--- src/rtl/hdrf_pkg.sv ---
// Shared constants, codes and types for the half-duplex receive FIFO block.
`timescale 1ns / 1ps
package hdrf_pkg;

  localparam int BUFFER_DEPTH = 256;
  localparam int PTR_W = $clog2(BUFFER_DEPTH);
  localparam int CNT_W = (PTR_W + 1 > 8) ? PTR_W + 1 : 8;

  localparam int BYTE_W = 8;
  localparam int AVAIL_W = 8;
  localparam int LEN_W = 16;
  localparam int TMO_W = 16;
  localparam int ELAPSED_W = 17;
  localparam int ACT_W = 3;
  localparam int STATUS_W = 2;

  localparam int APB_AW = 3;
  localparam int APB_DW = 32;
  localparam logic [TMO_W-1:0] TIMEOUT_RESET = 16'd100;
  localparam logic [ELAPSED_W-1:0] ELAPSED_MAX = 17'h1FFFF;

  // Register indexes.
  localparam logic REG_TIMEOUT = 1'b0;

  // Action codes.
  localparam logic [ACT_W-1:0] ACT_RX    = 3'd0;
  localparam logic [ACT_W-1:0] ACT_POP   = 3'd1;
  localparam logic [ACT_W-1:0] ACT_FLUSH = 3'd2;
  localparam logic [ACT_W-1:0] ACT_SEND  = 3'd3;
  localparam logic [ACT_W-1:0] ACT_DONE  = 3'd4;
  localparam logic [ACT_W-1:0] ACT_TICK  = 3'd5;

  // Send status codes.
  localparam logic [STATUS_W-1:0] ST_NONE    = 2'd0;
  localparam logic [STATUS_W-1:0] ST_OK      = 2'd1;
  localparam logic [STATUS_W-1:0] ST_ERR     = 2'd2;
  localparam logic [STATUS_W-1:0] ST_TIMEOUT = 2'd3;

  typedef struct packed {
    logic                pop_valid;
    logic [AVAIL_W-1:0]  available;
    logic                driving_line;
    logic [STATUS_W-1:0] send_status;
  } result_t;

endpackage

--- src/rtl/half_duplex_rx_fifo_with_direction_top.sv ---
// Top level: APB register, control, ring memory and result registers.
// A result passes through the pending stage (memory read) and then the output registers.
// Throughput: one item per cycle when not stalled; pointers and memory port take one each cycle.
// The next item is taken while a finished result waits, until both result stages are full.
// Reset (synchronous, active high) empties the ring, selects receive, clears the
// transmit timer and sets timeout_ms to 100; memory contents are not cleared.
`timescale 1ns / 1ps
module half_duplex_rx_fifo_with_direction_top (
  input  logic                                clk,
  input  logic                                rst,
  input  logic                                in_valid,
  output logic                                in_ready,
  input  logic [hdrf_pkg::ACT_W-1:0]          action,
  input  logic [hdrf_pkg::BYTE_W-1:0]         line_byte,
  input  logic [hdrf_pkg::LEN_W-1:0]          send_length,
  output logic                                out_valid,
  input  logic                                out_ready,
  output logic [hdrf_pkg::BYTE_W-1:0]         popped_byte,
  output logic                                pop_valid,
  output logic [hdrf_pkg::AVAIL_W-1:0]        available,
  output logic                                driving_line,
  output logic [hdrf_pkg::STATUS_W-1:0]       send_status,
  input  logic                                psel,
  input  logic                                penable,
  input  logic                                pwrite,
  input  logic [hdrf_pkg::APB_AW-1:0]         paddr,
  input  logic [hdrf_pkg::APB_DW-1:0]         pwdata,
  output logic [hdrf_pkg::APB_DW-1:0]         prdata,
  output logic                                pready
);

  logic [hdrf_pkg::TMO_W-1:0]  timeout_ms;
  logic                        reg_sel;
  logic                        accept;
  logic                        wr_en, rd_en;
  logic [hdrf_pkg::PTR_W-1:0]  wr_addr, rd_addr;
  logic [hdrf_pkg::BYTE_W-1:0] wr_data, rd_data;
  hdrf_pkg::result_t           result, pend;
  logic                        pend_valid;
  logic                        advance;

  // Configuration register.
  assign pready  = 1'b1;
  assign reg_sel = (paddr[2] == hdrf_pkg::REG_TIMEOUT);
  assign prdata  = reg_sel ? {{(hdrf_pkg::APB_DW - hdrf_pkg::TMO_W){1'b0}}, timeout_ms} : '0;

  always_ff @(posedge clk) begin
    if (rst) begin
      timeout_ms <= hdrf_pkg::TIMEOUT_RESET;
    end else if (psel && penable && pwrite && pready && reg_sel) begin
      timeout_ms <= pwdata[hdrf_pkg::TMO_W-1:0];
    end
  end

  // The pending stage waits for the memory read; it moves on when the output is free.
  assign advance  = pend_valid && (!out_valid || out_ready);
  assign in_ready = !pend_valid || advance;
  assign accept   = in_valid && in_ready;

  hdrf_ctrl u_ctrl (
    .clk         (clk),
    .rst         (rst),
    .accept      (accept),
    .action      (action),
    .line_byte   (line_byte),
    .send_length (send_length),
    .timeout_ms  (timeout_ms),
    .wr_en       (wr_en),
    .wr_addr     (wr_addr),
    .wr_data     (wr_data),
    .rd_en       (rd_en),
    .rd_addr     (rd_addr),
    .result      (result)
  );

  hdrf_ram #(
    .DEPTH (hdrf_pkg::BUFFER_DEPTH),
    .WIDTH (hdrf_pkg::BYTE_W)
  ) u_ram (
    .clk     (clk),
    .wr_en   (wr_en),
    .wr_addr (wr_addr),
    .wr_data (wr_data),
    .rd_en   (rd_en),
    .rd_addr (rd_addr),
    .rd_data (rd_data)
  );

  always_ff @(posedge clk) begin
    if (rst) begin
      pend_valid <= 1'b0;
    end else if (accept) begin
      pend_valid <= 1'b1;
    end else if (advance) begin
      pend_valid <= 1'b0;
    end
  end

  always_ff @(posedge clk) begin
    if (accept) begin
      pend <= result;
    end
  end

  always_ff @(posedge clk) begin
    if (rst) begin
      out_valid <= 1'b0;
    end else if (advance) begin
      out_valid <= 1'b1;
    end else if (out_ready) begin
      out_valid <= 1'b0;
    end
  end

  always_ff @(posedge clk) begin
    if (advance) begin
      popped_byte  <= pend.pop_valid ? rd_data : '0;
      pop_valid    <= pend.pop_valid;
      available    <= pend.available;
      driving_line <= pend.driving_line;
      send_status  <= pend.send_status;
    end
  end

endmodule

--- src/rtl/hdrf_ram.sv ---
// Single-port-write, registered-read byte memory for the receive ring.
`timescale 1ns / 1ps
module hdrf_ram #(
  parameter int DEPTH = 256,
  parameter int WIDTH = 8
) (
  input  logic                     clk,
  input  logic                     wr_en,
  input  logic [$clog2(DEPTH)-1:0] wr_addr,
  input  logic [WIDTH-1:0]         wr_data,
  input  logic                     rd_en,
  input  logic [$clog2(DEPTH)-1:0] rd_addr,
  output logic [WIDTH-1:0]         rd_data
);

  logic [WIDTH-1:0] mem [DEPTH];

  always_ff @(posedge clk) begin
    if (wr_en) begin
      mem[wr_addr] <= wr_data;
    end
  end

  always_ff @(posedge clk) begin
    if (rd_en) begin
      rd_data <= mem[rd_addr];
    end
  end

endmodule

--- src/rtl/hdrf_ctrl.sv ---
// Ring pointers, line direction and transmit timeout control.
`timescale 1ns / 1ps
module hdrf_ctrl (
  input  logic                              clk,
  input  logic                              rst,
  input  logic                              accept,
  input  logic [hdrf_pkg::ACT_W-1:0]        action,
  input  logic [hdrf_pkg::BYTE_W-1:0]       line_byte,
  input  logic [hdrf_pkg::LEN_W-1:0]        send_length,
  input  logic [hdrf_pkg::TMO_W-1:0]        timeout_ms,
  output logic                              wr_en,
  output logic [hdrf_pkg::PTR_W-1:0]        wr_addr,
  output logic [hdrf_pkg::BYTE_W-1:0]       wr_data,
  output logic                              rd_en,
  output logic [hdrf_pkg::PTR_W-1:0]        rd_addr,
  output hdrf_pkg::result_t                 result
);

  localparam logic [hdrf_pkg::PTR_W-1:0] LAST = hdrf_pkg::PTR_W'(hdrf_pkg::BUFFER_DEPTH - 1);
  localparam logic [hdrf_pkg::CNT_W-1:0] DEPTH_C = hdrf_pkg::CNT_W'(hdrf_pkg::BUFFER_DEPTH);

  logic [hdrf_pkg::PTR_W-1:0]     write_pointer, write_pointer_next;
  logic [hdrf_pkg::PTR_W-1:0]     read_pointer, read_pointer_next;
  logic                           sending, sending_next;
  logic [hdrf_pkg::ELAPSED_W-1:0] elapsed_ms, elapsed_ms_next, elapsed_inc;
  logic [hdrf_pkg::PTR_W-1:0]     wp_inc, rp_inc;
  logic [hdrf_pkg::CNT_W-1:0]     count;
  logic                           full, empty;
  logic [hdrf_pkg::STATUS_W-1:0]  status;

  assign wp_inc = (write_pointer == LAST) ? '0 : write_pointer + 1'b1;
  assign rp_inc = (read_pointer == LAST) ? '0 : read_pointer + 1'b1;
  assign full   = (wp_inc == read_pointer);
  assign empty  = (write_pointer == read_pointer);
  assign elapsed_inc = (elapsed_ms == hdrf_pkg::ELAPSED_MAX) ? elapsed_ms : elapsed_ms + 1'b1;

  always_comb begin
    write_pointer_next = write_pointer;
    read_pointer_next  = read_pointer;
    sending_next       = sending;
    elapsed_ms_next    = elapsed_ms;
    status             = hdrf_pkg::ST_NONE;
    wr_en              = 1'b0;
    rd_en              = 1'b0;
    case (action)
      hdrf_pkg::ACT_RX: begin
        // Bytes seen while transmitting are our own echo.
        if (!sending && !full) begin
          wr_en              = accept;
          write_pointer_next = wp_inc;
        end
      end
      hdrf_pkg::ACT_POP: begin
        if (!empty) begin
          rd_en             = accept;
          read_pointer_next = rp_inc;
        end
      end
      hdrf_pkg::ACT_FLUSH: begin
        write_pointer_next = '0;
        read_pointer_next  = '0;
      end
      hdrf_pkg::ACT_SEND: begin
        if (send_length == '0 || sending) begin
          status = hdrf_pkg::ST_ERR;
        end else begin
          sending_next    = 1'b1;
          elapsed_ms_next = '0;
        end
      end
      hdrf_pkg::ACT_DONE: begin
        if (sending) begin
          sending_next    = 1'b0;
          elapsed_ms_next = '0;
          status          = hdrf_pkg::ST_OK;
        end
      end
      hdrf_pkg::ACT_TICK: begin
        if (sending) begin
          if (elapsed_inc > {1'b0, timeout_ms}) begin
            sending_next    = 1'b0;
            elapsed_ms_next = '0;
            status          = hdrf_pkg::ST_TIMEOUT;
          end else begin
            elapsed_ms_next = elapsed_inc;
          end
        end
      end
      default: begin
      end
    endcase
  end

  assign wr_addr = write_pointer;
  assign wr_data = line_byte;
  assign rd_addr = read_pointer;

  always_comb begin
    if (write_pointer_next >= read_pointer_next) begin
      count = hdrf_pkg::CNT_W'(write_pointer_next) - hdrf_pkg::CNT_W'(read_pointer_next);
    end else begin
      count = DEPTH_C - hdrf_pkg::CNT_W'(read_pointer_next)
              + hdrf_pkg::CNT_W'(write_pointer_next);
    end
  end

  assign result.pop_valid    = rd_en;
  assign result.available    = count[hdrf_pkg::AVAIL_W-1:0];
  assign result.driving_line = sending_next;
  assign result.send_status  = status;

  always_ff @(posedge clk) begin
    if (rst) begin
      write_pointer <= '0;
      read_pointer  <= '0;
      sending       <= 1'b0;
      elapsed_ms    <= '0;
    end else if (accept) begin
      write_pointer <= write_pointer_next;
      read_pointer  <= read_pointer_next;
      sending       <= sending_next;
      elapsed_ms    <= elapsed_ms_next;
    end
  end

endmodule

--- config.mk ---
export PLATFORM = sky130hd
export DESIGN_NAME = half_duplex_rx_fifo_with_direction_top
export DESIGN_NICKNAME = d
export VERILOG_FILES = /design/src/rtl/hdrf_pkg.sv /design/src/rtl/half_duplex_rx_fifo_with_direction_top.sv /design/src/rtl/hdrf_ram.sv /design/src/rtl/hdrf_ctrl.sv
export SDC_FILE = /design/constraint.sdc
export NUM_CORES = 2
export LEC_CHECK = 0
export BUFFER_PORTS_ARGS = -buffer_cell sky130_fd_sc_hd__buf_2
export CORE_ASPECT_RATIO = 0.5
export CORE_UTILIZATION = 60
export DETAILED_ROUTE_END_ITERATION = 7
export HOLD_SLACK_MARGIN = 0.03
export PLACE_DENSITY_LB_ADDON = 0.15
export SLEW_MARGIN = 20
export SYNTH_ARGS = -nofsm -noshare
export SYNTH_HDL_FRONTEND = slang
export SYNTH_SLANG_ARGS = --single-unit
--- constraint.sdc ---
create_clock -name clk -period 8.4 [get_ports clk]
set_input_delay 0 -clock clk [delete_from_list [all_inputs] [get_ports clk]]
set_output_delay 0 -clock clk [all_outputs]
set_load 0.02 [all_outputs]
==> tab_implementation.tex <==
\begin{tabular}{lr}
\hline
Metric & Value \\
\hline
\multicolumn{2}{l}{\textbf{Status}} \\
Result of the run & finished, final reports clean \\
\multicolumn{2}{l}{\textbf{Clocking}} \\
Clk root buf & clkbuf\_16 \\
TritonCTS clock tree & built \\
Number of CTS-inserted buffers & 176 \\
Count of buffers added by post-CTS timing repair for setup & 0 \\
Deepest clock path buffer count & 3 \\
Sink Count & 2140 \\
Htree depth & 4 \\
Worst-Skew Late Latency & 810 ps \\
Cts-stage hold buffer count & 87 \\
PostCTS Resize Cnt & 0 \\
Clock-pin slew on the worst setup and hold paths & 70 ps \\
\multicolumn{2}{l}{\textbf{Power and ir drop}} \\
Leakage power total & 28.02 nW \\
Worst voltage drop across the vdd grid & 0.1642 mV \\
Power Dens Cells & 226.1 mW/mm2 \\
\multicolumn{2}{l}{\textbf{Detailed routing}} \\
Post-detailed-route count of antenna-violating nets & 0 \\
First-pass detailed-route iteration total & 6 \\
DR WL/cell & 30.42 um \\
Routed via count & 45.22k \\
Total routed wirelength & 206700 um \\
Post-route DRC violation count & 0 \\
Initial DRC count & 5931 \\
Detailed-route vias per instance & 6.656 \\
\multicolumn{2}{l}{\textbf{Hold path}} \\
Endpoint with the worst hold slack & u\_ctrl.elapsed\_ms[5] \\
Hold Path Class & input port to flop \\
Depth of the worst hold-timing path & 4 \\
Launch instance of the worst min-delay path & action[0] \\
\multicolumn{2}{l}{\textbf{Synth}} \\
Post-synth EDFFs & 2088 \\
Gate count after technology mapping & 4641 \\
Number of distinct library cells after synthesis & 72 \\
Sequential cell area fraction in the yosys report & 74.90\% \\
Number of warnings issued by yosys & 0 \\
Mean instance size in the synthesized netlist & 18.34 um2 \\
Register bit total from synthesis & 2140 \\
Total standard cell area after synthesis & 0.08511 mm2 \\
Post-synthesis async set-or-reset flop share & 0\% \\
Leading register cell type out of synthesis & edfxtp\_1 \\
\multicolumn{2}{l}{\textbf{Critical path}} \\
Worst reg-to-reg path cell count & 11 \\
Worst Path Max Fanout & 16 \\
Critical Path AT & 7270 ps \\
Startpoint types & flop \\
RR Endpoint & u\_ram.mem[200][5] \\
Element type at the critical path end & flop \\
Setup slack, reg-to-reg & 1560 ps \\
Data required time of the critical path & 8840 ps \\
Origin of the critical flop-to-flop path & u\_ctrl.wr\_addr[0] \\
Setup Crit Path Kind & flop to flop \\
\multicolumn{2}{l}{\textbf{Floorplanning}} \\
X dimension of the die & 534.6 um \\
Starting utilization of the core area & 60.61\% \\
Floorplan Core Area & 0.1404 mm2 \\
Count of boundary I/O pins & 124 \\
Area of the die & 0.1434 mm2 \\
Floorplan row count & 97 \\
Vertical die dimension & 268.3 um \\
\multicolumn{2}{l}{\textbf{Placed design}} \\
Final estimated routing congestion in global placement & 0.8673 \\
HPWL after DPL & 121600 um \\
Buffers on Ports & 88 \\
Number of placed instances, taps included & 6375 \\
\multicolumn{2}{l}{\textbf{Layout}} \\
Fraction of layout cells with a size suffix above 1 & 15.70\% \\
Most common library cell in the layout ignoring fill and taps & edfxtp\_1 \\
Syn-to-layout area delta & 10.45\% \\
Post-layout net count & 4860 \\
Commonest cells after routing, fill and taps aside & edfxtp\_1, mux2i\_1, mux4\_2 \\
Filler-free cell count of the finished design & 6793 \\
\multicolumn{2}{l}{\textbf{GRT}} \\
Total gr overflow & 0 \\
First-pass GRT wire length & 298200 um \\
Pin count of the biggest net entering global routing & 158 \\
Via count of the first global-routing pass & 43.75k \\
Total Routing Usage GR & 28.93\% \\
Antenna violations before repair & 6 \\
\multicolumn{2}{l}{\textbf{Timing}} \\
Pin slew with the least headroom to its limit & 1173 ps \\
Final worst clock skew & 31.24 ps \\
Final worst path period share & 81.38\% \\
Setup repair after global routing missed its margin & no \\
Setup total negative slack & 0 ps \\
Remaining max-slew budget at the tightest pin & 21.73\% \\
Fin. Hold Viols & 0 \\
Max-slew violation total from the final report & 0 \\
Count of final setup violators & 0 \\
Minimum period implied by the final worst setup slack & 6836 ps \\
Maximum clock frequency & 146.3 MHz \\
\multicolumn{2}{l}{\textbf{Job}} \\
Max Cap Violations & 0 \\
\hline
\end{tabular}
cell type report:
type	instances	area (um2)
fillers	8986	46420
well taps	1881	2354
inverters	34	130.1
repair buffers	239	2004
clock buffers	215	4687
diodes	2	5.005
multi-input cells	2171	20040
clock inverters	111	1016
flip-flops and latches	2140	63760
metal layers:
| layer | GRT usage, % | vias to the layer above | wire [um] |
|---|---|---|---|
| li1 | - | 19130 | - |
| met1 | 42.57 | 23380 | 85120 |
| met2 | 44.07 | 2371 | 94950 |
| met3 | 6.639 | 324 | 21470 |
| met4 | 8.045 | 6 | 5080 |
| met5 | 0 | - | 41 |
power by group:
part	switching (mW)	leakage [nW]	internal [mW]
clock	3.77	2.78	4.46
combinational	0.834	6.03	0.410
sequential	0.0507	19.2	11.7
synthesized netlist by cell type (12+ instances only):
| cell type | instances | area, um2 |
|---|---|---|
| a211oi_1 | 21 | 157.7 |
| nand4_1 | 21 | 131.4 |
| nor2_1 | 312 | 1171 |
| nand2_1 | 210 | 788.3 |
| dfxtp_1 | 52 | 1041 |
| a21oi_1 | 174 | 870.8 |
| o22ai_1 | 116 | 725.7 |
| buf_2 | 38 | 190.2 |
| edfxtp_1 | 2088 | 62700 |
| buf_1 | 68 | 255.2 |
| inv_1 | 32 | 120.1 |
| and2_1 | 12 | 75.07 |
| buf_4 | 17 | 127.6 |
| o221ai_1 | 229 | 2006 |
| o21ai_0 | 28 | 140.1 |
| mux2i_1 | 462 | 4624 |
| ha_1 | 29 | 362.9 |
| mux4_2 | 326 | 7342 |
| nor3_1 | 21 | 105.1 |
| nand3_1 | 23 | 115.1 |
| clkbuf_1 | 187 | 701.9 |
| xnor2_1 | 23 | 201.4 |
| nor2b_1 | 18 | 112.6 |
worst max path at each step:
stage,start,endpoint,slack (ps),depth (start not counted)
2_1_floorplan,u_ctrl.elapsed_ms[3],u_ctrl.elapsed_ms[15],3950,18
3_3_place_gp,u_ctrl.wr_addr[0],u_ram.mem[42][1],2040,11
3_5_place_dp,u_ctrl.wr_addr[0],u_ram.mem[42][3],1900,11
4_1_cts,u_ctrl.wr_addr[0],u_ram.mem[42][3],1870,11
5_1_grt,u_ctrl.wr_addr[0],u_ram.mem[200][5],1470,11
6_report,u_ctrl.wr_addr[0],u_ram.mem[200][5],1560,11
state kept, by name, summed over array words and instances, names as in the netlist, 2 cells and up:
name and cells:
popped_byte 8, u_ctrl.rd_addr 8, u_ctrl.wr_addr 8, u_ram.mem 2048, pend 12, available 8
timeout_ms 16, u_ctrl.elapsed_ms 17, send_status 2, u_ram.rd_data 8
per-stage QoR:
step           power (mW)  utilization [%]  setup slack (ps)  hold WS (ps)  instance area, um2
3_3_place_gp        13.19            62.21              2040         227.6               87360
2_1_floorplan       12.65                -              3955         98.87               85160
5_1_grt             21.78            66.94              1471         252.9               94000
6_report            21.25            66.94              1564         268.8               94000
3_5_place_dp        13.22            62.21              1901         240.4               87360
4_1_cts             21.30            66.89              1871         115.2               93930
kinds of logic after synthesis:
group | Yosys count | synth area share, %
AO/OA/AOI/OAI | 626 | 5.162
XOR/XNOR | 33 | 0.3396
adder cells (fa/ha/maj) | 29 | 0.4264
buffers and inverters | 345 | 1.661
flip-flops | 2140 | 74.90
multiplexers | 789 | 14.07
other | 2 | 0.008824
AND/OR/NAND/NOR | 677 | 3.431
critical path, stage by stage (launching register included):
cell	delay (ps)
dfxtp_1	540
ha_1	440
nand3_2	940
buf_4	610
nand2_1	110
a311o_1	180
a2111oi_1	130
a2111o_1	570
or3_4	430
nor2_1	540
nand4_1	910
nor2_1	1010
Note: power is estimated with default switching activity, not from simulation.
